--- src/slip_frame_encoder_crc16_macros.svh ---
// Assertion macros shared by the SLIP frame encoder RTL.
`ifndef SLIP_FRAME_ENCODER_CRC16_MACROS_SVH
`define SLIP_FRAME_ENCODER_CRC16_MACROS_SVH
`ifndef ASSERT_OFF
// Check a property on every clock edge outside reset.
`define SFEC_ASSERT(lbl, ck, rst_n, prop, msg) \
	lbl: assert property (@(posedge ck) disable iff (!rst_n) (prop)) else $error(msg);
// Check that a condition in one cycle is followed by another in the next.
`define SFEC_ASSERT_NEXT(lbl, ck, rst_n, ante, cons, msg) \
	lbl: assert property (@(posedge ck) disable iff (!rst_n) (ante) |=> (cons)) else $error(msg);
`else
`define SFEC_ASSERT(lbl, ck, rst_n, prop, msg)
`define SFEC_ASSERT_NEXT(lbl, ck, rst_n, ante, cons, msg)
`endif
`endif

--- src/sfec_pkg.sv ---
// Types, constants, microprogram and CRC function of the SLIP frame encoder.
`default_nettype none
package sfec_pkg;

	localparam int MAX_ESCAPED_DFLT = 58;

	// Configuration register indexes and reset values
	localparam logic [1:0] REG_END_CODE    = 2'd0;
	localparam logic [1:0] REG_ESCAPE_CODE = 2'd1;
	localparam logic [1:0] REG_ESC_END     = 2'd2;
	localparam logic [1:0] REG_ESC_ESC     = 2'd3;
	localparam logic [7:0] RST_END_CODE    = 8'd192;
	localparam logic [7:0] RST_ESCAPE_CODE = 8'd219;
	localparam logic [7:0] RST_ESC_END     = 8'd220;
	localparam logic [7:0] RST_ESC_ESC     = 8'd221;

	typedef struct packed {
		logic [7:0] end_code;
		logic [7:0] escape_code;
		logic [7:0] escaped_end_code;
		logic [7:0] escaped_escape_code;
	} cfg_t;

	// Microprogram steps
	typedef logic [3:0] step_t;
	localparam step_t ST_IDLE     = 4'd0;
	localparam step_t ST_APP1     = 4'd1;
	localparam step_t ST_APP2     = 4'd2;
	localparam step_t ST_TX_END   = 4'd3;
	localparam step_t ST_TX_LEN   = 4'd4;
	localparam step_t ST_TX_CMD   = 4'd5;
	localparam step_t ST_TX_RD    = 4'd6;
	localparam step_t ST_TX_DAT   = 4'd7;
	localparam step_t ST_TX_CRCL  = 4'd8;
	localparam step_t ST_TX_CRCH  = 4'd9;
	localparam step_t ST_TX_CLOSE = 4'd10;

	// Sequencing: how the step counter moves once a step fires
	typedef enum logic [2:0] {
		SEQ_NEXT,     // step + 1
		SEQ_JUMP,     // target
		SEQ_WAIT_IN,  // on a request: send -> target, append -> step + 1
		SEQ_FIT,      // two-byte escape that fits -> step + 1, else target
		SEQ_IDX       // buffer read out -> target, else step + 1
	} seq_t;

	// Byte loaded into the output register
	typedef enum logic [2:0] {
		EM_NONE, EM_END, EM_LEN, EM_CMD, EM_RAM, EM_CRCL, EM_CRCH
	} emit_t;

	// Buffer write selection
	typedef enum logic [1:0] {
		WR_NONE, WR_FIRST, WR_SECOND
	} wr_t;

	typedef struct packed {
		seq_t  seq;
		step_t target;
		emit_t emit;
		logic  last;
		wr_t   wr;
		logic  rd;
		logic  idx_clr;
		logic  clr_frame;
		logic  take_in;
	} uc_word_t;

	// Sequencer to datapath
	typedef struct packed {
		uc_word_t w;
		logic     fire;
	} ctl_t;

	// Datapath to sequencer
	typedef struct packed {
		logic fit;
		logic two;
		logic idx_end;
		logic out_free;
	} stat_t;

	// Control store
	function automatic uc_word_t ucode(input step_t step);
		uc_word_t w;
		w.seq       = SEQ_NEXT;
		w.target    = ST_IDLE;
		w.emit      = EM_NONE;
		w.last      = 1'b0;
		w.wr        = WR_NONE;
		w.rd        = 1'b0;
		w.idx_clr   = 1'b0;
		w.clr_frame = 1'b0;
		w.take_in   = 1'b0;
		unique case (step)
			ST_IDLE: begin
				w.seq     = SEQ_WAIT_IN;
				w.target  = ST_TX_END;
				w.take_in = 1'b1;
			end
			ST_APP1: begin
				w.seq    = SEQ_FIT;
				w.target = ST_IDLE;
				w.wr     = WR_FIRST;
			end
			ST_APP2: begin
				w.seq    = SEQ_JUMP;
				w.target = ST_IDLE;
				w.wr     = WR_SECOND;
			end
			ST_TX_END: begin
				w.emit    = EM_END;
				w.idx_clr = 1'b1;
			end
			ST_TX_LEN: w.emit = EM_LEN;
			ST_TX_CMD: w.emit = EM_CMD;
			ST_TX_RD: begin
				w.seq    = SEQ_IDX;
				w.target = ST_TX_CRCL;
				w.rd     = 1'b1;
			end
			ST_TX_DAT: begin
				w.seq    = SEQ_JUMP;
				w.target = ST_TX_RD;
				w.emit   = EM_RAM;
			end
			ST_TX_CRCL: w.emit = EM_CRCL;
			ST_TX_CRCH: w.emit = EM_CRCH;
			ST_TX_CLOSE: begin
				w.seq       = SEQ_JUMP;
				w.target    = ST_IDLE;
				w.emit      = EM_END;
				w.last      = 1'b1;
				w.clr_frame = 1'b1;
			end
			default: begin
				w.seq    = SEQ_JUMP;
				w.target = ST_IDLE;
			end
		endcase
		return w;
	endfunction

	// One byte of reflected CRC-16, polynomial 0x8408
	function automatic logic [15:0] crc_kermit(input logic [15:0] crc, input logic [7:0] b);
		logic [15:0] d;
		d = {8'h00, b ^ crc[7:0]};
		d = {8'h00, d[7:0] ^ {d[3:0], 4'h0}};
		return {d[7:0], crc[15:8]} ^ (d >> 4) ^ (d << 3);
	endfunction

endpackage
`default_nettype wire

--- src/sfec_ram.sv ---
// Generic single-write, single-read RAM with registered read data.
`default_nettype none
module sfec_ram #(
	parameter int W = 8,
	parameter int D = 58
) (
	input  wire logic                 clk,
	input  wire logic                 we,
	input  wire logic [$clog2(D)-1:0] waddr,
	input  wire logic [W-1:0]         wdata,
	input  wire logic                 re,
	input  wire logic [$clog2(D)-1:0] raddr,
	output logic      [W-1:0]         rdata
);

	logic [W-1:0] mem [D];
	logic [W-1:0] rdata_q;

	// Write port
	always_ff @(posedge clk) begin
		if (we) begin
			mem[waddr] <= wdata;
		end
	end

	// Registered read port
	always_ff @(posedge clk) begin
		if (re) begin
			rdata_q <= mem[raddr];
		end
	end

	assign rdata = rdata_q;

endmodule
`default_nettype wire

--- src/sfec_seq.sv ---
// Microcode sequencer: step counter, control store and jump logic.
`default_nettype none
module sfec_seq (
	input  wire logic           clk,
	input  wire logic           arst_n,
	input  wire logic           s_tvalid,
	input  wire logic           s_tuser,   // [0] op: 0 append, 1 send
	input  wire sfec_pkg::stat_t st,
	output logic                s_tready,
	output sfec_pkg::ctl_t      ctl
);

	sfec_pkg::step_t    step_q;
	sfec_pkg::step_t    step_nxt;
	sfec_pkg::step_t    step_inc;
	sfec_pkg::uc_word_t w;
	logic               fire;

	// Fetch the control word of the current step
	assign w        = sfec_pkg::ucode(step_q);
	assign step_inc = step_q + sfec_pkg::step_t'(1);

	// A request step fires when a request is there, an emit step when its output slot is free; other steps fire at once
	always_comb begin
		if (w.take_in) begin
			fire = s_tvalid;
		end else begin
			fire = (w.emit == sfec_pkg::EM_NONE) || st.out_free;
		end
	end

	// Choose the next step
	always_comb begin
		unique case (w.seq)
			sfec_pkg::SEQ_NEXT:    step_nxt = step_inc;
			sfec_pkg::SEQ_JUMP:    step_nxt = w.target;
			sfec_pkg::SEQ_WAIT_IN: step_nxt = s_tuser ? w.target : step_inc;
			sfec_pkg::SEQ_FIT:     step_nxt = (st.fit && st.two) ? step_inc : w.target;
			sfec_pkg::SEQ_IDX:     step_nxt = st.idx_end ? w.target : step_inc;
			default:               step_nxt = sfec_pkg::ST_IDLE;
		endcase
	end

	// Advance the step counter
	always_ff @(posedge clk or negedge arst_n) begin
		if (!arst_n) begin
			step_q <= sfec_pkg::ST_IDLE;
		end else if (fire) begin
			step_q <= step_nxt;
		end
	end

	assign s_tready = w.take_in;
	assign ctl.w    = w;
	assign ctl.fire = fire;

endmodule
`default_nettype wire

--- src/sfec_dp.sv ---
// Datapath: escape buffer, CRC, counters and the output register.
`default_nettype none
module sfec_dp #(
	parameter int MAX_ESCAPED = sfec_pkg::MAX_ESCAPED_DFLT
) (
	input  wire logic            clk,
	input  wire logic            arst_n,
	input  wire sfec_pkg::ctl_t  ctl,
	input  wire sfec_pkg::cfg_t  cfg,
	input  wire logic [15:0]     s_tdata,  // [7:0] payload_byte, [15:8] command_code
	output sfec_pkg::stat_t      st,
	output logic                 m_tvalid,
	input  wire logic            m_tready,
	output logic [7:0]           m_tdata,  // [7:0] frame_byte
	output logic                 m_tlast,
	output logic                 m_tuser   // [0] overflow
);

	localparam int CW = $clog2(MAX_ESCAPED + 1);
	localparam int AW = $clog2(MAX_ESCAPED);

	logic [7:0]    data_q;
	logic [7:0]    cmd_q;
	logic [CW-1:0] count_q;
	logic [CW-1:0] idx_q;
	logic [15:0]   crc_q;
	logic          drop_q;
	logic          ovalid_q;
	logic [7:0]    obyte_q;
	logic          olast_q;
	logic          oflag_q;

	logic          two;
	logic [1:0]    need;
	logic [CW:0]   fill_sum;
	logic          fit;
	logic          idx_end;
	logic          wr_en;
	logic [7:0]    wr_byte;
	logic          rd_en;
	logic [7:0]    rd_byte;
	logic [7:0]    emit_byte;
	logic          out_free;
	logic          do_emit;

	// Escape decision and room check
	assign two      = (data_q == cfg.end_code) || (data_q == cfg.escape_code);
	assign need     = two ? 2'd2 : 2'd1;
	assign fill_sum = {1'b0, count_q} + {{(CW - 1){1'b0}}, need};
	assign fit      = fill_sum <= (CW + 1)'(MAX_ESCAPED);
	assign idx_end  = idx_q == count_q;
	assign out_free = !ovalid_q || m_tready;

	// Select the buffered byte; the delimiter rule wins over the escape rule
	always_comb begin
		wr_byte = data_q;
		if (ctl.w.wr == sfec_pkg::WR_FIRST) begin
			wr_byte = two ? cfg.escape_code : data_q;
		end else if (data_q == cfg.end_code) begin
			wr_byte = cfg.escaped_end_code;
		end else begin
			wr_byte = cfg.escaped_escape_code;
		end
	end

	assign wr_en = ctl.fire && (((ctl.w.wr == sfec_pkg::WR_FIRST) && fit)
		|| (ctl.w.wr == sfec_pkg::WR_SECOND));
	assign rd_en = ctl.fire && ctl.w.rd && !idx_end;

	sfec_ram #(
		.W (8),
		.D (MAX_ESCAPED)
	) u_buf (
		.clk   (clk),
		.we    (wr_en),
		.waddr (count_q[AW-1:0]),
		.wdata (wr_byte),
		.re    (rd_en),
		.raddr (idx_q[AW-1:0]),
		.rdata (rd_byte)
	);

	// Latch the request fields
	always_ff @(posedge clk) begin
		if (ctl.fire && ctl.w.take_in) begin
			data_q <= s_tdata[7:0];
			cmd_q  <= s_tdata[15:8];
		end
	end

	// Frame state: fill count, CRC, drop flag, read index
	always_ff @(posedge clk or negedge arst_n) begin
		if (!arst_n) begin
			count_q <= '0;
			crc_q   <= '0;
			drop_q  <= 1'b0;
			idx_q   <= '0;
		end else begin
			if (ctl.fire && ctl.w.clr_frame) begin
				count_q <= '0;
				crc_q   <= '0;
				drop_q  <= 1'b0;
			end else if (wr_en) begin
				count_q <= count_q + CW'(1);
				crc_q   <= sfec_pkg::crc_kermit(crc_q, wr_byte);
			end else if (ctl.fire && (ctl.w.wr == sfec_pkg::WR_FIRST)) begin
				drop_q <= 1'b1;
			end
			if (ctl.fire && ctl.w.idx_clr) begin
				idx_q <= '0;
			end else if (rd_en) begin
				idx_q <= idx_q + CW'(1);
			end
		end
	end

	// Pick the outgoing byte
	always_comb begin
		unique case (ctl.w.emit)
			sfec_pkg::EM_END:  emit_byte = cfg.end_code;
			sfec_pkg::EM_LEN:  emit_byte = 8'(count_q) + 8'd1;
			sfec_pkg::EM_CMD:  emit_byte = cmd_q;
			sfec_pkg::EM_RAM:  emit_byte = rd_byte;
			sfec_pkg::EM_CRCL: emit_byte = crc_q[7:0];
			sfec_pkg::EM_CRCH: emit_byte = crc_q[15:8];
			default:           emit_byte = 8'h00;
		endcase
	end

	assign do_emit = ctl.fire && (ctl.w.emit != sfec_pkg::EM_NONE);

	// Output register: load on emit, drop once taken
	always_ff @(posedge clk or negedge arst_n) begin
		if (!arst_n) begin
			ovalid_q <= 1'b0;
		end else if (do_emit) begin
			ovalid_q <= 1'b1;
		end else if (m_tready) begin
			ovalid_q <= 1'b0;
		end
	end

	always_ff @(posedge clk) begin
		if (do_emit) begin
			obyte_q <= emit_byte;
			olast_q <= ctl.w.last;
			oflag_q <= drop_q;
		end
	end

	assign st.fit      = fit;
	assign st.two      = two;
	assign st.idx_end  = idx_end;
	assign st.out_free = out_free;

	assign m_tvalid = ovalid_q;
	assign m_tdata  = obyte_q;
	assign m_tlast  = olast_q;
	assign m_tuser  = oflag_q;

endmodule
`default_nettype wire

--- src/slip_frame_encoder_crc16.sv ---
// SLIP frame encoder with CRC-16/Kermit: top level.
// Input stream s_*: one request per item. s_tuser is the op: 0 appends
//   s_tdata[7:0] as a payload byte, 1 closes the frame with s_tdata[15:8]
//   as its command byte.
// Output stream m_*: one frame byte per transfer, in the order END, length,
//   command, escaped payload, CRC low, CRC high, END; m_tlast marks the
//   closing END and m_tuser flags a frame that lost payload bytes.
// APB port: four 8-bit registers (delimiter, escape, escaped delimiter,
//   escaped escape) at byte addresses 0, 4, 8 and 12; write only when idle.
// Sequencing: a microcoded sequencer runs one step per cycle while no step
//   waits for a request or a free output slot. An append runs a write step,
//   plus a second one when an escaped pair is stored. A send emits END,
//   length and command, then a read step and an emit step per buffered byte
//   on the buffer RAM's registered read port, then the CRC bytes and END;
//   header and trailer bytes go out one per cycle while m_tready stays high.
// A new request is taken only when the sequencer is back at its idle step,
//   while the last frame byte may still sit in the output register.
// When m_tready is low and the output register is full, the sequencer holds on its current emit step.
// Reset empties the buffer, clears CRC and drop flag, and loads the
//   standard SLIP codes into the registers.
`default_nettype none
`include "slip_frame_encoder_crc16_macros.svh"
module slip_frame_encoder_crc16 #(
	parameter int MAX_ESCAPED = sfec_pkg::MAX_ESCAPED_DFLT
) (
	input  wire logic        clk,
	input  wire logic        arst_n,
	input  wire logic        s_tvalid,
	output logic             s_tready,
	input  wire logic [15:0] s_tdata,   // [7:0] payload_byte, [15:8] command_code
	input  wire logic        s_tuser,   // [0] op
	output logic             m_tvalid,
	input  wire logic        m_tready,
	output logic [7:0]       m_tdata,   // [7:0] frame_byte
	output logic             m_tlast,   // last_byte
	output logic             m_tuser,   // [0] overflow
	input  wire logic        psel,
	input  wire logic        penable,
	input  wire logic        pwrite,
	input  wire logic [3:0]  paddr,
	input  wire logic [31:0] pwdata,
	output logic [31:0]      prdata,
	output logic             pready
);

	sfec_pkg::cfg_t  cfg_q;
	sfec_pkg::ctl_t  ctl;
	sfec_pkg::stat_t st;
	logic            cfg_wr;
	logic [7:0]      rd_reg;
	logic            emit_fire;
	logic            close_fire;

	// Configuration registers
	assign pready = 1'b1;
	assign cfg_wr = psel && penable && pwrite && pready;

	always_ff @(posedge clk or negedge arst_n) begin
		if (!arst_n) begin
			cfg_q.end_code            <= sfec_pkg::RST_END_CODE;
			cfg_q.escape_code         <= sfec_pkg::RST_ESCAPE_CODE;
			cfg_q.escaped_end_code    <= sfec_pkg::RST_ESC_END;
			cfg_q.escaped_escape_code <= sfec_pkg::RST_ESC_ESC;
		end else if (cfg_wr) begin
			unique case (paddr[3:2])
				sfec_pkg::REG_END_CODE:    cfg_q.end_code            <= pwdata[7:0];
				sfec_pkg::REG_ESCAPE_CODE: cfg_q.escape_code         <= pwdata[7:0];
				sfec_pkg::REG_ESC_END:     cfg_q.escaped_end_code    <= pwdata[7:0];
				sfec_pkg::REG_ESC_ESC:     cfg_q.escaped_escape_code <= pwdata[7:0];
				default: ;
			endcase
		end
	end

	// Register read-back
	always_comb begin
		unique case (paddr[3:2])
			sfec_pkg::REG_END_CODE:    rd_reg = cfg_q.end_code;
			sfec_pkg::REG_ESCAPE_CODE: rd_reg = cfg_q.escape_code;
			sfec_pkg::REG_ESC_END:     rd_reg = cfg_q.escaped_end_code;
			sfec_pkg::REG_ESC_ESC:     rd_reg = cfg_q.escaped_escape_code;
			default:                   rd_reg = 8'h00;
		endcase
	end
	assign prdata = {24'h000000, rd_reg};

	sfec_seq u_seq (
		.clk      (clk),
		.arst_n   (arst_n),
		.s_tvalid (s_tvalid),
		.s_tuser  (s_tuser),
		.st       (st),
		.s_tready (s_tready),
		.ctl      (ctl)
	);

	sfec_dp #(
		.MAX_ESCAPED (MAX_ESCAPED)
	) u_dp (
		.clk      (clk),
		.arst_n   (arst_n),
		.ctl      (ctl),
		.cfg      (cfg_q),
		.s_tdata  (s_tdata),
		.st       (st),
		.m_tvalid (m_tvalid),
		.m_tready (m_tready),
		.m_tdata  (m_tdata),
		.m_tlast  (m_tlast),
		.m_tuser  (m_tuser)
	);

	// Steps that load the output register, and the closing step
	assign emit_fire  = ctl.fire && (ctl.w.emit != sfec_pkg::EM_NONE);
	assign close_fire = ctl.fire && ctl.w.last;

	// A taken request always moves the sequencer off its idle step
	`SFEC_ASSERT_NEXT(a_leave_idle, clk, arst_n, s_tvalid && s_tready, !s_tready, "stuck idle")
	// The closing step puts a last-marked byte in the output register
	`SFEC_ASSERT_NEXT(a_close_last, clk, arst_n, close_fire, m_tvalid && m_tlast, "no closing byte")
	// An emit never overwrites a byte the receiver has not taken
	`SFEC_ASSERT(a_no_overrun, clk, arst_n, emit_fire |-> st.out_free, "output register overrun")

endmodule
`default_nettype wire

--- config.mk ---
export PLATFORM = sky130hd
export DESIGN_NAME = slip_frame_encoder_crc16
export DESIGN_NICKNAME = d
export VERILOG_FILES = /design/src/sfec_pkg.sv /design/src/sfec_ram.sv /design/src/sfec_seq.sv /design/src/sfec_dp.sv /design/src/slip_frame_encoder_crc16.sv
export VERILOG_INCLUDE_DIRS = /design/src /design/src/src
export SDC_FILE = /design/constraint.sdc
export NUM_CORES = 1
export LEC_CHECK = 0
export BUFFER_PORTS_ARGS = -buffer_cell sky130_fd_sc_hd__buf_2
export CAP_MARGIN = 20
export CELL_PAD_IN_SITES_DETAIL_PLACEMENT = 1
export CELL_PAD_IN_SITES_GLOBAL_PLACEMENT = 1
export CORE_ASPECT_RATIO = 1.1
export CORE_MARGIN = 2
export CORE_UTILIZATION = 35
export CTS_BUF_LIST = sky130_fd_sc_hd__clkbuf_4
export CTS_CLUSTER_DIAMETER = 100
export DETAILED_ROUTE_END_ITERATION = 8
export HOLD_SLACK_MARGIN = 0.06
export PLACE_DENSITY_LB_ADDON = 0.1
export SLEW_MARGIN = 15
export SYNTH_ARGS = -nofsm -noshare
export SYNTH_HDL_FRONTEND = slang
export SYNTH_SLANG_ARGS = --single-unit
--- constraint.sdc ---
create_clock -name clk -period 11.15 [get_ports clk]
set_clock_uncertainty 0.1 [all_clocks]
set_input_delay 2.23 -clock clk [delete_from_list [all_inputs] [get_ports clk]]
set_output_delay 2.23 -clock clk [all_outputs]
set_load 0.02 [all_outputs]
==> flow_metrics.tcl, run 1 <==
set metrics [dict create \
    detailroute.via_count 13000 \
    largest_family_of_logic_cells_by_synthesized_area "multiplexers" \
    pre_antenna_drt_iters 5 \
    rsz_0062_raised_after_global_routing "no" \
    postSynthRegisterBits 564 \
    final-setup-viol-count 0 \
    min_period_over_period 0.505 \
    cts_setup_buffers 0 \
    clock_insertion_delay_worst_skew_ns 0.94 \
    routed_wire_length_mm 62.6 \
    hpwl_after_detailed_placement_mm 38.5 \
    remaining_drc_errors 0 \
    finalWorstPathRequiredPeriod_ns 5.63 \
    critical_path_peak_fanout 11 \
    arrival_ns 3.30 \
    routedWlPerCell_microns 24.7 \
    cts_max_level 4 \
    grt_antenna_before_repair 4 \
    grtUsageTotal 0.181 \
    area_fraction_in_compound_gates_after_synthesis 0.0405 \
    critPathKind "input pin to output pin" \
    clock_sink_count 564 \
    launching_element_type_of_the_critical_path "input pin" \
    end_kind "output pin" \
    grt_pass1_wl_mm 92.8 \
    drv_slew 0 \
    first_global_vias 14300 \
    overflow 0 \
    grt_start_max_net_pins 93 \
    muxShareOfSynthArea 0.164 \
    number_of_design_rule_violations_left_by_the_first_detailed_router_iteration 773 \
    initial_core_util 0.354 \
    worst_path_dominant_cell_family "multiplexers" \
    drt-vias-per-instance 5.12 \
    p_leak_uw 0.00888 \
    io_buffer_count 53 \
    synth_edf_count 498 \
    netlist_area_sq_um 24000 \
    cts.hold.buffers_added 0 \
    gp_routability_congestion 0.774 \
    finalHoldViolCount 0 \
    slew-limit-headroom 0.343 \
    ys_async_sr_fraction 0.117 \
    synth_fa_ha_area_frac 0.00500 \
    outcome "finished, final reports clean" \
    maximum_single_stage_delay_on_the_critical_path_ns 0.57 \
    most_used_flip_flop_cell_after_synthesis "edfxtp_1" \
    synthCells 1363 \
    critPathMostFrequentCell "buf_2" \
    yosysTopAreaCellShare 0.622 \
    coreArea_sq_um 67800 \
    irDropWorstVdd_mv 0.105 \
    clock_tree_from_tritoncts "built" \
    cts.root.buffer_cell "clkbuf_4" \
    required_ns 8.82 \
    drive_above_1_share 0.335 \
    die-area_sq_um 70800 \
    dieWidth_microns 254 \
    synthSimpleGateAreaFrac 0.0584 \
    finalCoreUtilization 0.401 \
    synth.lib_cells_used.distinct 60 \
    yosysWarningCount 0 \
    fin_setup_tns_ns 0 \
    finalNetCount 1582 \
    syn_avg_cell_area_sq_um 17.6 \
    worst_setup_hold_path_clk_slew_ns 0.06 \
    synthTopCellsByArea "edfxtp_1 (62%), mux4_2 (14%), dfrtp_1 (4.9%)" \
    cell_type_contributing_the_most_total_cell_area_after_synthesis "edfxtp_1" \
    ctsLongestPathBuffers 3 \
    io_pins 105 \
    worst_path_max_delay_cell "mux4_2" \
    synth-xor-area-share 0.0174 \
    cts_resized 0 \
    crit_chain "buf_2 -> mux4_2 -> buf_2" \
    hold_path.class "flip-flop to flip-flop" \
    synth.yosys.seq_area_share 0.692 \
    floorplan.rows 100 \
    area.growth.synth_to_final_pct 13.2 \
    fillerInstances 6734 \
    critical_path.n_buffers_inverters 2 \
    power_density_nw_per_um2 231 \
    tightest_slew_ns 0.981 \
    r2r_slack_ns 5.53 \
    cts_made_buffers 154 \
    drtAntennaViolNets 0 \
    cap_violations 0 \
    max_frequency_mhz 178 \
    die-height_microns 279 \
]
-- power breakdown --
| group | total, uW | internal, uW | switching (uW) |
|---|---|---|---|
| clock | 1820 | 965 | 858 |
| sequential | 2930 | 2750 | 186 |
| combinational | 1540 | 527 | 1010 |
-- final cells by class --
class	count	area, sq um	area share
Inverter	9	33.8	0.00124
Timing Repair Buffer	76	453	0.0166
Multi-Input combinational cell	708	7040	0.259
Sequential cell	564	16600	0.611
Clock buffer	218	1640	0.0601
Tap cell	918	1150	0.0422
Clock inverter	41	259	0.00952
Antenna cell	3	7.51	0.000276
-- sequential cells by signal, summed over array words and instances, names as in the netlist --
name,cells
cfg_q,32
u_dp.u_buf.rdata,8
u_dp.m_tuser,1
u_dp.crc_q,16
u_dp.u_buf.mem,464
u_dp.count_q,6
u_dp.m_tdata,8
u_dp.m_tvalid,1
u_dp.cmd_q,8
u_seq.step_q,4
u_dp.idx_q,6
u_dp.data_q,8
u_dp.drop_q,1
u_dp.m_tlast,1
-- metal layers --
layer,track usage,part of all wire,vias to the layer above
met2,0.291,0.49,330
li1,-,-,5790
met3,0.0459,0.047,103
met1,0.237,0.44,6775
met4,0.0712,0.027,0
met5,0,0,-
-- synth_stat cells (9+ instances only) --
| cell type | count |
|---|---|
| edfxtp_1 | 498 |
| mux4_2 | 152 |
| nor2_1 | 87 |
| nand2_1 | 67 |
| clkbuf_1 | 54 |
| dfrtp_1 | 47 |
| o21ai_0 | 42 |
| nand3_1 | 35 |
| mux2_2 | 33 |
| xor2_1 | 26 |
| buf_4 | 25 |
| xnor2_1 | 20 |
| dfstp_2 | 19 |
| a21oi_1 | 17 |
| buf_1 | 15 |
| or3_1 | 15 |
| mux2i_1 | 14 |
| a22oi_1 | 13 |
| nor2b_1 | 13 |
| a21o_1 | 12 |
| nor3_1 | 12 |
| and2_1 | 11 |
| and3_1 | 11 |
| a211oi_1 | 9 |
| buf_2 | 9 |
| inv_1 | 9 |
-- worst reg2reg max path, cell delays in order, from the launching register on --
cell,delay (ns)
edfxtp_1,0.51
xnor2_1,0.24
and4_1,0.45
a22o_1,0.23
inv_1,0.14
ha_1,0.26
fa_1,0.45
mux2_2,0.30
a22oi_1,0.13
or4_1,0.25
a21o_1,0.16
and3_1,0.50
nand3_1,0.59
nor2_1,0.93
-- through the flow --
| step | hold WS (ns) | power (uW) | cell area, sq um | std cells | worst slack [ns] |
|---|---|---|---|---|---|
| 6_report | 0.364 | 6290 | 27200 | 2537 | 5.52 |
| 3_5_place_dp | 0.350 | 4590 | 25300 | 2273 | 5.45 |
| 5_1_grt | 0.384 | 6650 | 27200 | 2537 | 5.12 |
| 3_3_place_gp | 0.346 | 4550 | 25300 | 2273 | 5.50 |
| 4_1_cts | 0.364 | 6460 | 27200 | 2532 | 5.42 |
| 2_1_floorplan | 0.325 | 3970 | 24100 | 1386 | 5.49 |
-- cells in the final DEF (no fill, tap or decap), drive strengths merged, types with 6 or more instances in the layout --
master   instances
mux2i           14
a21boi           7
conb            25
clkbuf         219
nand3b           8
mux2            33
o21ai           42
nand3           35
ha               8
and2            11
dfstp           19
inv             13
nor2b           13
nor2            87
nand2           67
dfrtp           47
clkinv          30
a21oi           18
or3             15
a22o             8
a211oi           9
and3            11
a22oi           13
mux4           152
buf             75
nor3            14
nand4            6
or2              8
o2111ai          6
a21o            12
xor2            27
a2111oi          6
edfxtp         498
xnor2           20
-- cells by family (layout without fill, tap and decap cells) --
kind of cell             count (synthesis)  after routing
flip-flops                             564            564
AND/OR/NAND/NOR                        289            289
multiplexers                           199            199
AO/OA/AOI/OAI                          139            139
buffers and inverters                  114            344
XOR/XNOR                                47             47
adder cells (fa/ha/maj)                  9              9
other                                    2             28
-- path summary, 6_finish.rpt --
kind | from | endpoint | cells past startpoint
worst max-delay path | paddr[2] | prdata[1] | 3
worst min-delay path | u_dp.drop_q | u_dp.m_tuser | 0
worst max register to register | u_dp.data_q[0] | u_dp.u_buf.mem[2][2] | 13
worst min register to register | u_dp.drop_q | u_dp.m_tuser | 0
max in group asynchronous | arst_n | u_dp.idx_q[1] | 1
min in group asynchronous | arst_n | u_seq.step_q[1] | 1
Note: power is estimated with default switching activity, not from simulation.
==> run 2: changes to the inputs <==
Clock period 11.15 ns to 5.58 ns, I/O delays scaled along.
==> flow_metrics.tcl, run 2 (synthesized netlist as in run 1, its figures left out) <==
set metrics [dict create \
    outcome "finished, final reports clean" \
    routedWlPerCell_microns 24.0 \
    cts_resized 0 \
    cts_max_level 4 \
    routed_wire_length_mm 61.9 \
    grtUsageTotal 0.180 \
    remaining_drc_errors 0 \
    arrival_ns 5.66 \
    layout.cells.most_common "edfxtp_1" \
    finalCoreUtilization 0.406 \
    grt_pass1_wl_mm 92.5 \
    drt-vias-per-instance 5.11 \
    mostFrequentLayoutCells "edfxtp_1 (498), clkbuf_4 (235), mux4_2 (152), nor2_1 (87), nand2_1 (67)" \
    launching_element_type_of_the_critical_path "flip-flop" \
    r2r_slack_ns 0.35 \
    pre_antenna_drt_iters 5 \
    power_density_nw_per_um2 464 \
    p_leak_uw 0.00911 \
    worst_setup_hold_path_clk_slew_ns 0.06 \
    grt_start_max_net_pins 67 \
    final-setup-viol-count 0 \
    initial_core_util 0.354 \
    overflow 0 \
    io_buffer_count 53 \
    required_ns 6.01 \
    end_kind "flip-flop" \
    drive_above_1_share 0.353 \
    cts.hold.buffers_added 0 \
    cts.root.buffer_cell "clkbuf_4" \
    multi_input_comb_area_sq_um 7040 \
    ctsLongestPathBuffers 3 \
    holdWs_ns 0.142 \
    cts_made_buffers 154 \
    min_period_over_period 0.937 \
    detailroute.via_count 13200 \
    grt_antenna_before_repair 1 \
    fin_setup_tns_ns 0 \
    critical_path_peak_fanout 10 \
    total_power_uw 12800 \
    cap_violations 0 \
    tightest_slew_ns 1.11 \
    top_register "u_dp.u_buf.mem" \
    critPathKind "flip-flop to flip-flop" \
    reg_top3 "u_dp.u_buf.mem x464, cfg_q x32, u_dp.crc_q x16" \
    irDropWorstVdd_mv 0.157 \
    cts_setup_buffers 0 \
    drv_slew 0 \
    max_ffs_per_register 464 \
    fillerInstances 6754 \
    drtAntennaViolNets 0 \
    gp_routability_congestion 0.786 \
    worstRegToRegCells 13 \
    rr_startpoint "u_dp.data_q[6]" \
    coreArea_sq_um 67800 \
    area.growth.synth_to_final_pct 14.7 \
    finalNetCount 1610 \
    slew-limit-headroom 0.260 \
    dieWidth_microns 254 \
    finalHoldViolCount 0 \
    clock_sink_count 564 \
    floorplan.rows 100 \
    clock_tree_from_tritoncts "built" \
    die-area_sq_um 70800 \
    hpwl_after_detailed_placement_mm 39.8 \
    die-height_microns 279 \
    clock_insertion_delay_worst_skew_ns 0.96 \
    first_global_vias 14300 \
    max_frequency_mhz 191 \
    sequential_cell_area_sq_um 16600 \
    hold_path.class "input pin to asynchronous set/reset pin" \
    rsz_0062_raised_after_global_routing "no" \
    io_pins 105 \
    worstReg2RegEnd "u_dp.u_buf.mem[3][7]" \
    number_of_design_rule_violations_left_by_the_first_detailed_router_iteration 661 \
    finalWorstPathRequiredPeriod_ns 5.23 \
]
==> run 2: cell types whose count changed in the layout (fill, tap and decap cells not counted), moves of 2 or more <==
cell	change
inv_6	+2
clkinv_4	+3
clkbuf_4	+16
buf_12	+2
clkinvlp_4	-2
diode_2	-2
buf_4	+27
==> run 2: per-layer routing <==
metal / part of all wire / routed length [microns] / global-route usage / up-vias
li1: - / - / - / 5845
met1: 0.43 / 26900 / 0.233 / 6930
met2: 0.49 / 30200 / 0.285 / 294
met3: 0.051 / 3160 / 0.0483 / 97
met4: 0.027 / 1640 / 0.0735 / 0
met5: 0 / 0 / 0 / -
==> run 2: how the worst max path moves through the flow <==
stage	from	endpoint	slack, ns	cells past startpoint
6_report	u_dp.data_q[6]	u_dp.u_buf.mem[3][7]	0.35	13
5_1_grt	u_dp.data_q[6]	u_dp.u_buf.mem[3][7]	0.02	13
4_1_cts	u_dp.data_q[6]	u_dp.u_buf.mem[3][7]	0.33	13
3_5_place_dp	u_dp.data_q[6]	u_dp.u_buf.mem[3][1]	0.39	13
3_3_place_gp	u_dp.data_q[6]	u_dp.u_buf.mem[1][1]	0.41	13
2_1_floorplan	cfg_q[31]	u_dp.u_buf.mem[40][0]	0.40	18
==> run 2: cell type report <==
cell class              count  area share
clock inverters            40     0.00890
flip-flops and latches    564       0.604
well taps                 918      0.0417
multi-input cells         708       0.255
diodes                      1   0.0000908
repair buffers            104      0.0250
inverters                   9     0.00123
clock buffers             235      0.0640
==> run 2: per-stage QoR <==
stage / instance area, sq um / instances / setup slack, ns
after global routing: 27600 / 2579 / 0.0216
final: 27600 / 2579 / 0.350
after CTS: 27600 / 2578 / 0.329
after detailed placement: 25600 / 2303 / 0.387
after floorplan: 24100 / 1386 / 0.396
after global placement: 25500 / 2302 / 0.412
==> run 2: critical path, cell delays in order, from the launching register on <==
cell and delay, ns:
edfxtp_1 0.50, xor2_1 0.20, nor4_1 0.59, a22o_1 0.26, inv_1 0.08, ha_1 0.22, fa_1 0.44, mux2_2 0.29
a22oi_1 0.13, or4_1 0.21, a21o_1 0.14, nand3_1 0.31, or2_1 0.53, nor2_1 0.82
==> run 2: report_power, final <==
part	switching (uW)	total, uW	leakage (uW)	internal [uW]
Combinational	2050	3200	0.00260	1150
Sequential	374	5860	0.00531	5490
Clock	1720	3740	0.00120	2020
Total	4150	12800	0.00911	8650
